==> config.mk <==
export PLATFORM = sky130hd
export DESIGN_NAME = blup_queue
export DESIGN_NICKNAME = d
export VERILOG_FILES = /design/src/rtl/blup_pkg.sv /design/src/rtl/blup_queue.sv
export SDC_FILE = /design/constraint.sdc
export NUM_CORES = 1
export LEC_CHECK = 0
export CAP_MARGIN = 5
export CELL_PAD_IN_SITES_DETAIL_PLACEMENT = 0
export CELL_PAD_IN_SITES_GLOBAL_PLACEMENT = 2
export CORE_AREA = 5 5 130 132
export DETAILED_ROUTE_END_ITERATION = 16
export DIE_AREA = 0 0 135 137
export DONT_BUFFER_PORTS = 1
export PLACE_DENSITY_LB_ADDON = 0.25
export SETUP_SLACK_MARGIN = 0.1
export SLEW_MARGIN = 20
export SYNTH_ARGS = -nofsm -noshare
export SYNTH_HDL_FRONTEND = slang
export SYNTH_SLANG_ARGS = --single-unit
==> constraint.sdc <==
create_clock -name clk_i -period 4.9 [get_ports clk_i]
set_input_delay 0.49 -clock clk_i [delete_from_list [all_inputs] [get_ports clk_i]]
set_output_delay 0.49 -clock clk_i [all_outputs]
set_load 0.02 [all_outputs]
==> src/rtl/blup_pkg.sv <==
// shared constants, types and helpers for the bilinear 4x upscaler
package blup_pkg;

  localparam int MaxWidth   = 1024;
  localparam int MaxHeight  = 1024;
  localparam int CoordW     = 10;
  localparam int SizeW      = 11;
  localparam int PixW       = 8;
  localparam int QueueDepth = 4;
  localparam int QueuePtrW  = 2;
  localparam int QueueCntW  = 3;

  // register index, taken from paddr[2]
  localparam logic RegImageWidth  = 1'b0;
  localparam logic RegImageHeight = 1'b1;

  localparam logic [SizeW-1:0] WidthReset  = SizeW'(MaxWidth);
  localparam logic [SizeW-1:0] HeightReset = SizeW'(MaxHeight);

  typedef struct packed {
    logic [CoordW-1:0] w_last;
    logic [CoordW-1:0] h_last;
    logic              restart;
  } cfg_t;

  // one 2x2 neighbourhood to be expanded into a 4x4 block
  typedef struct packed {
    logic [PixW-1:0]   f00;
    logic [PixW-1:0]   f01;
    logic [PixW-1:0]   f10;
    logic [PixW-1:0]   f11;
    logic [CoordW-1:0] bi;
    logic [CoordW-1:0] bj;
    logic              last;
  } job_t;

  // saturate a size register into 1..maxv and return size minus one
  function automatic logic [CoordW-1:0] size_last(input logic [SizeW-1:0] v,
                                                  input logic [SizeW-1:0] maxv);
    logic [SizeW-1:0] m1;
    m1 = v - SizeW'(1);
    if (v == '0) begin
      return '0;
    end else if (v > maxv) begin
      return CoordW'(maxv - SizeW'(1));
    end
    return m1[CoordW-1:0];
  endfunction

endpackage

==> src/rtl/blup_queue.sv <==
// short job queue between front and back
module blup_queue (
  input  logic           clk_i,
  input  logic           rst_ni,
  input  logic           push_i,
  input  blup_pkg::job_t job_i,
  output logic           full_o,
  input  logic           pop_i,
  output blup_pkg::job_t job_o,
  output logic           empty_o
);
  import blup_pkg::*;

  job_t                 slots [QueueDepth];
  logic [QueuePtrW-1:0] wr_ptr_q, rd_ptr_q;
  logic [QueueCntW-1:0] cnt_q;

  assign full_o  = (cnt_q == QueueCntW'(QueueDepth));
  assign empty_o = (cnt_q == '0);
  assign job_o   = slots[rd_ptr_q];

  always_ff @(posedge clk_i) begin
    if (push_i) begin
      slots[wr_ptr_q] <= job_i;
    end
  end

  always_ff @(posedge clk_i or negedge rst_ni) begin
    if (!rst_ni) begin
      wr_ptr_q <= '0;
      rd_ptr_q <= '0;
      cnt_q    <= '0;
    end else begin
      if (push_i) begin
        wr_ptr_q <= wr_ptr_q + QueuePtrW'(1);
      end
      if (pop_i) begin
        rd_ptr_q <= rd_ptr_q + QueuePtrW'(1);
      end
      if (push_i && !pop_i) begin
        cnt_q <= cnt_q + QueueCntW'(1);
      end else if (pop_i && !push_i) begin
        cnt_q <= cnt_q - QueueCntW'(1);
      end
    end
  end

`ifndef ASSERT_OFF
  a_no_overflow: assert property (@(posedge clk_i) disable iff (!rst_ni)
    push_i |-> !full_o)
    else $error("push into full queue");

  a_no_underflow: assert property (@(posedge clk_i) disable iff (!rst_ni)
    pop_i |-> !empty_o)
    else $error("pop from empty queue");

  a_count_ptrs: assert property (@(posedge clk_i) disable iff (!rst_ni)
    (cnt_q != QueueCntW'(QueueDepth)) |->
      (QueuePtrW'(wr_ptr_q - rd_ptr_q) == cnt_q[QueuePtrW-1:0]))
    else $error("queue count disagrees with pointers");
`endif

endmodule

Word level (Yosys, flattened, before mapping). Memories as Yosys holds them, arrays and structs flattened. Index checks and enable logic that the tools add are counted. Widths: inputs -> output; s select.

Muxes and demuxes: 4. Add/sub/neg operators: 4. Equal/unequal tests: 1. Reduce and logical (&&, ||, !) cells: 6.

Operator list (count): $mux 3 (2); $add 2x1->2 const B (2); $add 3x1->3 const B (1); $eq 3x3->1 const B (1); $logic_not 3->1 (1); $sub 3x1->3 const B (1); $logic_and 1x1->1 (2); $logic_not 1->1 (2); $mux 1 (2); $reduce_bool 2->1 (1).

Register bits: 7. RAM bits: 212. Memories kept: 1. Output and inout port bits: 55.

Memories: slots (words 4, width 53, read ports 1, clocked after memory_dff 0, wr ports 1, line blup_queue.sv:14) `job_t slots [QueueDepth];`.

Logic depth before layout (Yosys ltp).
Word-level depth: 4. Gate-level depth with buffers: 7.

Worst setup path after synthesis. Ideal clock, no wire load.

Path kind: reg2reg. From: register wr_ptr_q[0]. To: memory slots[2][0] (netlist name) (enable). Library setup time: 0.416 ns. Arrival time: 1.875 ns. Stages on the path, launching flop included: 4. Path buffers: 0. Clock period less this slack: 2.291 ns. Path slack: 2.609 ns. Data required time: 4.484 ns. Cells stage by stage: dfrtp_1 inv_1 ha_1 and2_1.

RTL lines: start: declaration (line blup_queue.sv:15) `logic [QueuePtrW-1:0] wr_ptr_q, rd_ptr_q;`; start signal: assignment (line blup_queue.sv:35) `wr_ptr_q <= wr_ptr_q + QueuePtrW'(1);`; end: declaration (line blup_queue.sv:14).

Straight into the memory's write port.

==> metrics.txt <==
register area share after synthesis=about four fifths; Placed Area=a little over 8000 sq um; row count=46; Starting Density=52.0%; Synth cell types=19; Min-Delay Path Class=input pin to register; Pre-antenna DRT Iters=4; Adder-Cell Fraction of Synth Area=under 10%; detailed-route DRC error count=0; Sink Count=between 200 and 250; global-route wire length before repair=about 20 mm; Max Slew Vio Count=0; Seq cells post-synth=between 200 and 250; area delta synth->final=11.0%; vias=roughly 3100; clock share of power=27.9%; Layout Nets=approximately 390; DR WL/cell=between 20 and 25 microns; commonest non-fill, non-tap cell in the layout=edfxtp_1; crit path launch type=register; Synth Area per Inst=approximately 26 sq um; internal cell power=between 0.003 and 0.004 W; worst-margin pin slew=slightly below 0.8 ns; die width=approximately 140 microns; largest net degree at the start of global routing=37; top post-synthesis cells by area=edfxtp_1 78%, mux4_2 13%, dfrtp_1 2.2%, mux4_1 1.6%, buf_12 1.2%; root buf cell=clkbuf_16; vias in the first global route=between 3000 and 4000; share of Yosys cell area claimed by the top area cell type=78.5%; Peak VDD IR=approximately 350 uV; initial antenna violation count=0; synth warn=0; Synth area leader=edfxtp_1; Congestion Overflow GR=0; GPL Wtd Cong=just under 0.7; Comb pwr share=roughly a quarter; Final setup viols=0; Clk Latency, worst-skew pair=approximately 0.5 ns; total negative slack=0 ns; Worst Path Required=about 4.4 ns; core area=approximately 16000 sq um; Die ar.=~18000 sq um; Ports=roughly 110; antenna diode count=0; post-CTS setup buffer count=0; Syn Nets=between 300 and 400; largest family of logic cells by synthesized area=multiplexers; pwr/cell area=around 630 nW/um^2; sw power=about 0.0017 W; port buffer count=0; crit share post-route=61.8%; leading cell types in the layout, fill and taps excluded=212 x edfxtp_1, 48 x mux4_2, 23 x clkbuf_16; post-CTS sizing=0; Starting DRT DRC Count=about 240; Worst setup EP type=output pin; # fillers=1132; Total Power=around 0.0057 W; Placed Cells=about 520; max-cap violations=0; post-layout util=between 50 and 60%; Finished Cell Area=about 9000 sq um; Max H-tree Level=1; clock skew=0.00652 ns; achievable frequency=between 300 and 400 MHz; RSZ-0062 raised after global routing=no; share of post-route cells with drive strength above 1=a little over a quarter; max_slew headroom=48.0%; CTS tree=built; final hold violations=0; clock slew at reported path FFs=about 0.060 ns; Final ANT Viol Nets=0; critical path class=register to output pin; Arrival @ worst endpoint=roughly 2.5 ns; post-DR vias/cell=5.57; cells after synthesis=311; final WL=~13 mm; status=completed; post-route insts no fill=563; Die Y=about 140 microns; synthesized cell area=between 8000 and 9000 sq um; CTS Buf Count=23; Reg power frac=47.3%; Leakage=roughly 2.9 nW; Detailed Place HPWL=7.80 mm; Max clock buf depth=3; fin crit period=between 3 and 4 ns; switch share=between 30 and 40%; post-synthesis xor/xnor area fraction=less than 1%; Synth Area in Simple Gates=less than 1%; crit path max fanout=36; mux contribution to synthesized area=15.1%; all-layer global routing usage=between 10% and 20%; Synth Area in Compound Gates=0.0617%
-- cell usage after synthesis --
| cell type | n |
|---|---|
| nand2_1 | 2 |
| mux4_2 | 48 |
| mux2_2 | 1 |
| inv_1 | 4 |
| xnor2_1 | 2 |
| xor2_1 | 4 |
| buf_6 | 1 |
| nor3b_1 | 1 |
| edfxtp_1 | 212 |
| ha_1 | 5 |
| and2_1 | 4 |
| o21ai_0 | 1 |
| mux4_1 | 5 |
| buf_2 | 6 |
| nor2_1 | 1 |
| buf_12 | 5 |
| nor3_1 | 1 |
| fa_1 | 1 |
| dfrtp_1 | 7 |
-- metal layers --
metal | up-vias | share of wire, % | GRT usage [%]
met2 | 98 | 51 | 25.7
met1 | 1649 | 38 | 17.1
li1 | 1362 | - | -
met5 | - | 0 | 0
met4 | 0 | 2.1 | 4.37
met3 | 27 | 9.3 | 5.44
-- logic make-up (layout without fill, tap and decap cells) --
kind of cell,count (synthesis),count (layout)
multiplexers,54,54
XOR/XNOR,6,6
AO/OA/AOI/OAI,1,1
adder cells (fa/ha/maj),6,6
buffers and inverters,16,52
AND/OR/NAND/NOR,9,9
flip-flops,219,219
-- power groups by stage --
stage	clock (W)	sequential, W	combinational [W]
2_1_floorplan	0	0.00256	0.00138
3_3_place_gp	0	0.00271	0.00143
3_5_place_dp	0	0.00272	0.00144
4_1_cts	0.00162	0.00269	0.00144
5_1_grt	0.00171	0.00272	0.00149
6_report	0.00158	0.00267	0.00140
-- worst max-delay path: stages (launching register included) --
cell,delay [ns]
dfrtp_4,0.90
buf_4,0.49
mux4_2,0.66
-- repair_timing --
action / in CTS / in global routing
endpoints found under the setup margin: 0 / 0
endpoints found under the hold margin: 7 / 0
hold buffers: 1 / 0
-- layout make-up --
| cell class | count | area [sq um] | share of cell area, % |
|---|---|---|---|
| Sequential cell | 219 | 6550 | 72.7 |
| Multi-Input combinational cell | 76 | 1420 | 15.8 |
| Clock buffer | 31 | 616 | 6.84 |
| Tap cell | 216 | 270 | 3.00 |
| Clock inverter | 10 | 78.8 | 0.876 |
| Timing Repair Buffer | 7 | 55.1 | 0.612 |
| Inverter | 4 | 15.0 | 0.167 |
-- sequential cells by signal, summed over array words and instances (netlist names) --
signal,cells
rd_ptr_q,2
wr_ptr_q,2
slots,212
cnt_q,3
-- final timing paths --
path / start / end / slack [ns] / cells past startpoint
min reg2reg: cnt_q[2] / cnt_q[2] / 0.49 / 1
max reg2reg: wr_ptr_q[0] / slots[0][34] / 2.73 / 4
max: rd_ptr_q[0] / job_o[8] / 1.87 / 2
min in group asynchronous: rst_ni / wr_ptr_q[0] / 0.33 / 1
min: push_i / wr_ptr_q[0] / 0.09 / 1
max in group asynchronous: rst_ni / rd_ptr_q[0] / 4.31 / 1
-- per-stage QoR --
stage / hold slack [ns] / setup WS [ns]
after floorplan: 0.194 / 2.61
after global placement: 0.195 / 2.33
after detailed placement: 0.195 / 2.32
after CTS: 0.0706 / 1.78
after global routing: 0.0625 / 1.66
final: 0.0885 / 1.87
Note: power is estimated with default switching activity, not from simulation.
