--- src/rtl/blup_pkg.sv ---
// shared constants, types and helpers for the bilinear 4x upscaler
package blup_pkg;

  localparam int MaxWidth   = 1024;
  localparam int MaxHeight  = 1024;
  localparam int CoordW     = 10;
  localparam int SizeW      = 11;
  localparam int PixW       = 8;
  localparam int QueueDepth = 4;
  localparam int QueuePtrW  = 2;
  localparam int QueueCntW  = 3;

  // register index, taken from paddr[2]
  localparam logic RegImageWidth  = 1'b0;
  localparam logic RegImageHeight = 1'b1;

  localparam logic [SizeW-1:0] WidthReset  = SizeW'(MaxWidth);
  localparam logic [SizeW-1:0] HeightReset = SizeW'(MaxHeight);

  typedef struct packed {
    logic [CoordW-1:0] w_last;
    logic [CoordW-1:0] h_last;
    logic              restart;
  } cfg_t;

  // one 2x2 neighbourhood to be expanded into a 4x4 block
  typedef struct packed {
    logic [PixW-1:0]   f00;
    logic [PixW-1:0]   f01;
    logic [PixW-1:0]   f10;
    logic [PixW-1:0]   f11;
    logic [CoordW-1:0] bi;
    logic [CoordW-1:0] bj;
    logic              last;
  } job_t;

  // saturate a size register into 1..maxv and return size minus one
  function automatic logic [CoordW-1:0] size_last(input logic [SizeW-1:0] v,
                                                  input logic [SizeW-1:0] maxv);
    logic [SizeW-1:0] m1;
    m1 = v - SizeW'(1);
    if (v == '0) begin
      return '0;
    end else if (v > maxv) begin
      return CoordW'(maxv - SizeW'(1));
    end
    return m1[CoordW-1:0];
  endfunction

endpackage

--- src/rtl/blup_back.sv ---
// back end: coefficients per block and sixteen output beats per block
module blup_back (
  input  logic                     clk_i,
  input  logic                     rst_ni,
  input  blup_pkg::job_t           job_i,
  input  logic                     q_empty_i,
  output logic                     q_pop_o,
  output logic                     out_valid_o,
  input  logic                     out_stall_i,
  output logic [7:0]               value_o,
  output logic [11:0]              out_row_o,
  output logic [11:0]              out_col_o,
  output logic                     last_o
);
  import blup_pkg::*;

  logic                     cur_valid_q;
  logic [3:0]               cnt_q;
  logic [PixW-1:0]          a_q, b_q, c_q, d_q;
  logic [CoordW-1:0]        bi_q, bj_q;
  logic                     last_q;
  logic                     out_load, cur_done;
  logic signed [PixW:0]     da, db, ta, tb;
  logic signed [PixW+1:0]   dc, tc;
  logic signed [PixW:0]     qa, qb;
  logic signed [PixW+1:0]   qc;
  logic [1:0]               dy, dx;
  logic [3:0]               dxy;
  logic [PixW-1:0]          val;

  // differences, divided with truncation toward zero
  always_comb begin
    da = $signed({1'b0, job_i.f10}) - $signed({1'b0, job_i.f00});
    db = $signed({1'b0, job_i.f01}) - $signed({1'b0, job_i.f00});
    dc = $signed({2'b0, job_i.f11}) - $signed({2'b0, job_i.f10})
       - $signed({2'b0, job_i.f01}) + $signed({2'b0, job_i.f00});
    ta = da + (da[PixW] ? 9'sd3 : 9'sd0);
    tb = db + (db[PixW] ? 9'sd3 : 9'sd0);
    tc = dc + (dc[PixW+1] ? 10'sd15 : 10'sd0);
    qa = ta >>> 2;
    qb = tb >>> 2;
    qc = tc >>> 4;
  end

  assign dy  = cnt_q[3:2];
  assign dx  = cnt_q[1:0];
  assign dxy = 4'({2'b0, dx} * {2'b0, dy});

  // only the low byte survives, so work modulo 256
  assign val = 8'(a_q * {6'b0, dy}) + 8'(b_q * {6'b0, dx})
             + 8'(c_q * {4'b0, dxy}) + d_q;

  assign out_load = cur_valid_q && (!out_valid_o || !out_stall_i);
  assign cur_done = out_load && (cnt_q == 4'hf);
  assign q_pop_o  = !q_empty_i && (!cur_valid_q || cur_done);

  always_ff @(posedge clk_i or negedge rst_ni) begin
    if (!rst_ni) begin
      cur_valid_q <= 1'b0;
      cnt_q       <= '0;
      out_valid_o <= 1'b0;
    end else begin
      if (q_pop_o) begin
        cur_valid_q <= 1'b1;
        cnt_q       <= '0;
      end else if (cur_done) begin
        cur_valid_q <= 1'b0;
        cnt_q       <= '0;
      end else if (out_load) begin
        cnt_q <= cnt_q + 4'd1;
      end
      if (out_load) begin
        out_valid_o <= 1'b1;
      end else if (!out_stall_i) begin
        out_valid_o <= 1'b0;
      end
    end
  end

  always_ff @(posedge clk_i) begin
    if (q_pop_o) begin
      a_q    <= qa[PixW-1:0];
      b_q    <= qb[PixW-1:0];
      c_q    <= qc[PixW-1:0];
      d_q    <= job_i.f00;
      bi_q   <= job_i.bi;
      bj_q   <= job_i.bj;
      last_q <= job_i.last;
    end
    if (out_load) begin
      value_o   <= val;
      out_row_o <= {bi_q, dy};
      out_col_o <= {bj_q, dx};
      last_o    <= last_q && (cnt_q == 4'hf);
    end
  end

`ifndef ASSERT_OFF
  a_last_at_corner: assert property (@(posedge clk_i) disable iff (!rst_ni)
    out_valid_o && last_o |-> (out_row_o[1:0] == 2'd3) && (out_col_o[1:0] == 2'd3))
    else $error("last beat not at block corner");

  a_pop_when_free: assert property (@(posedge clk_i) disable iff (!rst_ni)
    q_pop_o |-> !cur_valid_q || cur_done)
    else $error("block replaced before finished");

  a_cnt_steps: assert property (@(posedge clk_i) disable iff (!rst_ni)
    out_load && (cnt_q != 4'hf) |=> cnt_q == $past(cnt_q) + 4'd1)
    else $error("beat counter skipped");
`endif

endmodule

--- config.mk ---
export PLATFORM = sky130hd
export DESIGN_NAME = blup_back
export DESIGN_NICKNAME = d
export VERILOG_FILES = /design/src/rtl/blup_pkg.sv /design/src/rtl/blup_back.sv
export SDC_FILE = /design/constraint.sdc
export NUM_CORES = 1
export LEC_CHECK = 0
export ABC_AREA = 1
export BUFFER_PORTS_ARGS = -buffer_cell sky130_fd_sc_hd__buf_2
export CAP_MARGIN = 0
export CORE_ASPECT_RATIO = 0.6
export CORE_MARGIN = 10
export CORE_UTILIZATION = 25
export DETAILED_ROUTE_END_ITERATION = 16
export GPL_TIMING_DRIVEN = 1
export PLACE_DENSITY_LB_ADDON = 0.1
export SYNTH_ARGS = -nofsm -noshare
export SYNTH_HDL_FRONTEND = slang
export SYNTH_SLANG_ARGS = --single-unit
export TNS_END_PERCENT = 50
--- constraint.sdc ---
create_clock -name clk_i -period 6.55 [get_ports clk_i]
set_input_delay 0.655 -clock clk_i [delete_from_list [all_inputs] [get_ports clk_i]]
set_output_delay 0.655 -clock clk_i [all_outputs]
set_load 0.01 [all_outputs]
# Word level (Yosys, flattened, before mapping)
# Index checks and enable logic that the tools add are counted.
# classes
add_sub_neg	12
mul	4
n_eq_ne	2
n_mux	10
n_reduce_logical	12
# ops
operator	n
$sub 8x8->9	3
$add 8x8->8	3
$add 9x3->9	2
$mul 8x2->8	2
$mux 4	4
$add 10x5->10	1
$add 10x9->10	1
$sub 9x9->10	1
$mul 6x5->8	1
$add 4x1->4 const B	1
$eq 4x4->1 const B	1
$logic_and 1x1->1	4
$logic_not 1->1	4
$mul 2x2->4	1
$mux 1	4
$mux 2	2
$reduce_bool 3->1	1
$logic_or 1x1->1	2
$ne 2x1->1 const B	1
$reduce_bool 2->1	1
# word_totals
ff_bits	88
in_bits	57
word_cells	54

# Longest topological paths before layout
# Gate-level depths: netlist (run 1).
# logic_depth
word_depth	7
ltp_mapped	24
mapped_depth_nobuf	24

# Worst setup path before layout (run 1)
# Ideal clock, no wire load.
# synth_timing
path_kind	flip-flop to flip-flop
startpoint	reg cnt_q[0]
endpoint	reg value_o[7], data pin
setup_ns	0.252
arrival_time_ns	4.847
t_required_ns	6.298
slack_ns	1.451
stages_incl_launch_ff	22
n_path_buf	1
period_less_slack_ns	5.099
cell_sequence	dfrtp_1 -> buf_4 -> nand2_1 -> inv_1 -> ha_1 -> ha_1 -> nand2_1 -> fa_1 -> inv_1 -> fa_1 -> fa_1 -> fa_1 -> inv_1 -> fa_1 -> inv_1 -> ha_1 -> a21o_1 -> nand2_1 -> nand3_1 -> xor2_1 -> nand3b_1 -> nand2_1
# synth_via
elab_chain_len	4
elab_cells_between_ends	6
# synth_lines
item	line_no	rtl
from (decl)	blup_back.sv:18	logic [3:0] cnt_q;
from (signal assigned)	blup_back.sv:70	cnt_q <= cnt_q + 4'd1;
$mul 8x2->8 or $mul 2x2->4 (tied branches)	blup_back.sv:50, blup_back.sv:47	
$add 8x8->8 or $mul 6x5->8 (tied branches)	blup_back.sv:50, blup_back.sv:51	
$add 8x8->8 * (2 in a row)	blup_back.sv:51	+ 8'(c_q * {4'b0, dxy}) + d_q;
via val[7]	blup_back.sv:29	logic [PixW-1:0] val;
to (signal assigned)	blup_back.sv:91	value_o <= val;
to (decl)	blup_back.sv:10	output logic [7:0] value_o,
# Mark *: on every way through the listed nets, which the timed path passes. The rest lies on a longest branch.
# A chain may end at the register's enable or synchronous reset.

# Final worst setup path (run 1)
# Same ends and word-level chain as after synthesis.

==> results of run 1 <==
stage by stage:
| stage | hold slack (ns) | setup WS, ns | cells | util, % |
|---|---|---|---|---|
| after floorplan | 0.359 | 1.45 | 800 | - |
| after global placement | 0.401 | 1.17 | 1256 | 28.9 |
| final | 0.128 | 1.12 | 1272 | 29.8 |
| after detailed placement | 0.405 | 1.08 | 1256 | 28.9 |
| after global routing | 0.118 | 0.802 | 1272 | 29.8 |
| after CTS | 0.116 | 1.07 | 1272 | 29.8 |
placed cells by master (no fill, tap or decap), types with 3 or more instances in the layout:
cell type / netlist / final
inv_1: 193 / 192
nor2_4: 2 / 3
a21o_1: 4 / 4
edfxtp_1: 82 / 82
xnor2_1: 8 / 8
dfrtp_1: 6 / 6
nor2_2: 4 / 3
ha_1: 71 / 71
nand2_2: 7 / 7
nand2_1: 189 / 189
nand3_2: 5 / 5
a21oi_1: 22 / 22
fa_1: 46 / 46
nor2_1: 47 / 47
nand4_1: 19 / 19
o21bai_1: 4 / 4
nand3b_1: 7 / 7
nand3_1: 32 / 32
and2_1: 4 / 4
buf_2: 3 / 91
o21ai_0: 11 / 11
clkbuf_16: 0 / 9
xor2_1: 22 / 22
buf_4: 2 / 3
layout make-up:
type,count,share of cell area (%)
Inverter,194,8.77
Clock buffer,11,2.80
Clock inverter,5,0.407
Tap cell,367,5.53
Multi-Input combinational cell,513,45.2
Sequential cell,88,31.5
Timing Repair Buffer,94,5.76
cells by family (layout without fill, tap and decap cells):
group,Yosys count,in the layout,share of synthesized area (%)
flops,88,88,36.7
fa+ha+maj,117,117,25.4
compound gates,47,47,3.80
simple gates,319,319,19.8
xor+xnor,30,30,3.69
buf+inv,199,304,10.6
flip-flops by register name, summed over array words and instances (netlist names), 4 cells and up:
register   cells
bi_q          10
value_o        8
d_q            8
bj_q          10
cnt_q          4
b_q            7
out_row_o     12
a_q            7
c_q            6
out_col_o     12
per-layer routing:
layer | track usage (%) | up-vias | part of all wire [%] | wire length (um)
li1 | - | 2697 | - | -
met1 | 16.8 | 2314 | 57 | 10500
met2 | 14.5 | 86 | 38 | 7080
met3 | 2.48 | 8 | 4.3 | 797
met4 | 1.72 | 0 | 0.69 | 127
met5 | 0 | - | 0 | 0
how the worst max path moves through the flow:
stage | from | end | slack (ns) | depth (start not counted)
2_1_floorplan | cnt_q[0]$_DFFE_PN0P_ | value_o[7]$_DFFE_PP_ | 1.45 | 21
3_3_place_gp | cnt_q[0]$_DFFE_PN0P_ | value_o[7]$_DFFE_PP_ | 1.17 | 20
3_5_place_dp | cnt_q[0]$_DFFE_PN0P_ | value_o[7]$_DFFE_PP_ | 1.08 | 20
4_1_cts | cnt_q[0]$_DFFE_PN0P_ | value_o[7]$_DFFE_PP_ | 1.07 | 20
5_1_grt | cnt_q[0]$_DFFE_PN0P_ | value_o[7]$_DFFE_PP_ | 0.80 | 20
6_report | cnt_q[0]$_DFFE_PN0P_ | value_o[7]$_DFFE_PP_ | 1.12 | 20
power breakdown:
part / internal, W / switching (W)
Combinational: 0.00145 / 0.00204
Sequential: 0.000902 / 0.0000704
Clock: 0.000257 / 0.000211
Total: 0.00261 / 0.00232
critical path, cell delays in order (launching register included):
cell and delay (ns):
dfrtp_1 0.55, nand2_1 0.13, inv_1 0.05, ha_1 0.19, ha_1 0.39, nand2_1 0.11
fa_1 0.56, inv_1 0.07, fa_1 0.46, fa_1 0.52, fa_1 0.54, inv_1 0.05
fa_1 0.50, inv_1 0.04, ha_1 0.35, a21o_1 0.21, nand2_1 0.06, nand3_1 0.08
xor2_1 0.16, nand3b_1 0.13, nand2_1 0.05
==> flow_summary.toml, run 1 <==
[sta]
tightest_slew_ns = 0.585
hold_viol = 0
tns_ns = 0
max_slew_margin_pct = 60.6
max_freq_ghz = 0.184
drv_slew = 0
min_period_ns = 5.43
finalCritPeriodShare_pct = 82.9
setup-violations-final = 0
clock_skew_ns = 0.00867
rsz0062_at_grt = "no"

[yosys]
synth_edf_count = 82
postSynth.asyncResetShare_pct = 6.82
yosys.area.top_type = "edfxtp_1"
synth-seq-cells = 88
synth_cell_types = 32
synthTopCellsByArea = "edfxtp_1 35%, fa_1 13%, ha_1 12%, inv_1 10%, nand2_1 10%"
synth_warnings = 0
synth-main-ff-cell = "edfxtp_1"
synth_cells = 800
synth_common_cells = "193 x inv_1, 189 x nand2_1, 82 x edfxtp_1"
yosysSeqAreaShare_pct = 36.7
synth_nets = 974
yosysMostFrequentCell = "inv_1"
synth_top_cell_area_share_pct = 34.6
synth.cell_area_um2 = 7120
syn_avg_cell_area_um2 = 8.90

[power_and_ir_drop]
p_leak_nw = 4.26
powerDensity_nw_per_um2 = 594
p_total_w = 0.00493
ir_drop_mv = 0.547

[layout]
regArea_um2 = 2610
multi_input_area_um2 = 3750
area_growth_pct = 16.6
diodes = 0
layout-drive-gt1-share_pct = 14.1
nets = 1074
design_area_um2 = 8300
nFillCells = 2968

[cts]
cts_resized = 0
clockBufferDepth = 2
cts_root_buf = "clkbuf_16"
numCtsBuffers = 9
clock_sinks = 88
post_cts_buffers = 0
cts_hold_buf = 0
path_clk_slew_ns = 0.06
h-tree-depth = 3
clk_latency_ns = 0.35
cts_tree = "done"

[worst_setup_path]
worst_setup_path_start_kind = "register"
arrival_ns = 5.54
crit_fanout = 13
timing_worst_setup_path_type = "reg2reg"
rr_startpoint = "cnt_q[0]$_DFFE_PN0P_"
required_ns = 6.66
timing.rr.end = "value_o[7]$_DFFE_PP_"
rrSetupSlack_ns = 1.12
r2r_cells = 20
cp-end-kind = "register"

[routing]
wl_mm = 18.5
avgRoutedWirePerCell_um = 14.6
drc = 0
viasPerCell = 4.01
vias = 5105
dr.pass1.iters = 4
postRouteAntennaNets = 0
drtIter0Drc = 284

[die]
start_util_pct = 25.6
core_um2 = 27800
rows = 47
num_io_pins = 92
die_w_um = 238
die_area_um2 = 35900
die_y_um = 151

[placed_design]
post_dp_cell_area_um2 = 8030
io_buffers = 91
place_congestion = 0.789
hpwl_mm = 15.9

[run_status]
status = "finished, final reports clean"

[grt]
grt_max_degree = 31
grt_overflow = 0
antenna_found_initial = 0
grt_pass1_wl_mm = 29.7
grtUsageTotal_pct = 10.8
grt_pass1_vias = 5202

[flow_run]
timing.max_cap.violations = 0

[min_path]
worstHoldPathType = "in2async"
No activity file was read; power rests on OpenSTA's default activity.
==> inputs of run 2 (changes only) <==
- clock period: 6.55 -> 4.9 ns (I/O delays scaled with it)
==> run 2 against run 1 <==
Worst hold slack better by 0.19 ns. Sequential share of layout area shrank 1.2 points. Routed wire length increased by 1.0%. Sequential cell count did not move. Setup slack got worse by 1.1 ns. Largest cell class unchanged. Highest routed layer unchanged. Maximum frequency rose by 12%. Critical path depth grew 1.
==> flow_summary.toml, run 2 (synthesis results as in run 1) <==
[cts]
clock_sinks = 88
cts_tree = "done"
h-tree-depth = 3
path_clk_slew_ns = 0.06
clk_latency_ns = 0.35
cts_root_buf = "clkbuf_16"
numCtsBuffers = 9
clockBufferDepth = 2

[run_status]
status = "finished, final reports clean"

[placed_design]
dp_cells = 1275
post_dp_cell_area_um2 = 8210
hpwl_mm = 15.9
place_congestion = 0.842
io_buffers = 91

[worst_setup_path]
timing_worst_setup_path_type = "reg2reg"
cp-end-kind = "register"
crit_path_end = "value_o[7]$_DFFE_PP_"
rrSetupSlack_ns = 0.04
timing.rr.end = "value_o[7]$_DFFE_PP_"
r2r_cells = 21
crit_fanout = 6
arrival_ns = 4.96
worst_setup_path_start_kind = "register"
critPathMaxStageDelay_ns = 0.55
cp-startpoint = "cnt_q[3]$_DFFE_PN0P_"
rr_startpoint = "cnt_q[3]$_DFFE_PN0P_"
cp_cell_sequence = "nand2_1 -> inv_2 -> ha_4 -> ha_4 -> nand2_2 -> fa_2 -> inv_1 -> fa_1 -> inv_1 -> fa_1 -> fa_1 -> inv_1 -> fa_1 -> ha_4 -> nand2_1 -> inv_1 -> nand4_1 -> nand3_1 -> xor2_1 -> nand3b_1 -> nand2_1"
required_ns = 5.00
cp_slowest_cell = "fa_1"

[die]
num_io_pins = 92
die_w_um = 238
rows = 47
start_util_pct = 25.6
core_um2 = 27800
die_y_um = 151
die_area_um2 = 35900

[routing]
dr.pass1.iters = 5
viasPerCell = 4.04
vias = 5221
wl_mm = 18.7
drtIter0Drc = 274
postRouteAntennaNets = 0
drc = 0
avgRoutedWirePerCell_um = 14.5

[layout]
layout-drive-gt1-share_pct = 18.6
top_regs = "out_col_o: 12 flops, out_row_o: 12 flops"
layout_common_cells = "188 x inv_1, 184 x nand2_1, 91 x buf_2"
diodes = 0
nets = 1095
mostFrequentLayoutCell = "inv_1"
stdcell_count = 1293
area_growth_pct = 21.2
fin_util_pct = 31.0
design_area_um2 = 8630

[flow_run]
timing.max_cap.violations = 0

[grt]
grt_overflow = 0
grt_pass1_vias = 5195
grt_pass1_wl_mm = 29.8
antenna_found_initial = 0
grtUsageTotal_pct = 10.8
grt_max_degree = 32

[sta]
min_period_ns = 4.86
drv_slew = 0
hold_viol = 0
tightest_slew_ns = 0.660
max_freq_ghz = 0.206
max_slew_margin_pct = 55.5
setup-violations-final = 0
tns_ns = 0
rsz0062_at_grt = "yes"
clock_skew_ns = 0.00516
finalCritPeriodShare_pct = 99.1

[min_path]
worstHoldPathType = "in2reg"
==> run 2: changes by cell type in the layout (fill, tap and decap cells not counted), sizes merged <==
cell	change
dlygate4sd3	+1
inv	+2
bufinv	+2
clkbuf	-2
buf	+20
clkinv	-2
==> run 2: worst min-delay path by stage <==
stage	from	end	slack, ns	cells past startpoint
floorplan	rst_ni	cnt_q[0]$_DFFE_PN0P_	0.19	0
global placement	rst_ni	out_valid_o$_DFFE_PN0P_	0.33	1
detailed placement	rst_ni	out_valid_o$_DFFE_PN0P_	0.33	1
CTS	job_i[12]	bi_q[1]$_DFFE_PP_	0.30	1
global route	job_i[9]	bj_q[8]$_DFFE_PP_	0.29	1
finish	job_i[15]	bi_q[4]$_DFFE_PP_	0.32	1
==> run 2: metal layers <==
layer	wire, um	global-route usage [%]
met2	6750	13.9
met5	0	0
met3	942	2.65
met4	131	1.82
met1	10900	17.3
==> run 2: cell type report <==
cell class              count  area, um2
clock buffers               9        225
clock inverters             7       95.1
fillers                  2997      19200
inverters                 194        728
multi-input cells         513       3860
flip-flops and latches     88       2610
well taps                 367        459
repair buffers            115        646
==> run 2: repair_timing <==
action                     CTS  global route
resized for setup            8            13
setup endpoints to repair    1             4
pin swaps                   10            12
cloned                       0             0
buffers inserted             0             1
hold buffers                 1             0
hold endpoints to repair     6             0
==> run 2: metrics by stage <==
step / setup WS [ns] / hold slack (ns)
after global routing: -0.153 / 0.294
after floorplan: -0.0627 / 0.194
after global placement: -0.0208 / 0.334
after detailed placement: -0.0546 / 0.327
final: 0.0423 / 0.317
after CTS: 0.0108 / 0.296
==> run 2: critical path: cells and delay by family, from the launching register on <==
family / cells / cell delay [ns]
flip-flops: 1 / 0.39
adder cells (fa/ha/maj): 8 / 3.23
XOR/XNOR: 1 / 0.20
buffers and inverters: 5 / 0.26
AND/OR/NAND/NOR: 7 / 0.54
Power of run 2 is left out: the tool's default activity adds up to more than one toggle a clock period on the data nets, which glitch-free logic cannot reach.
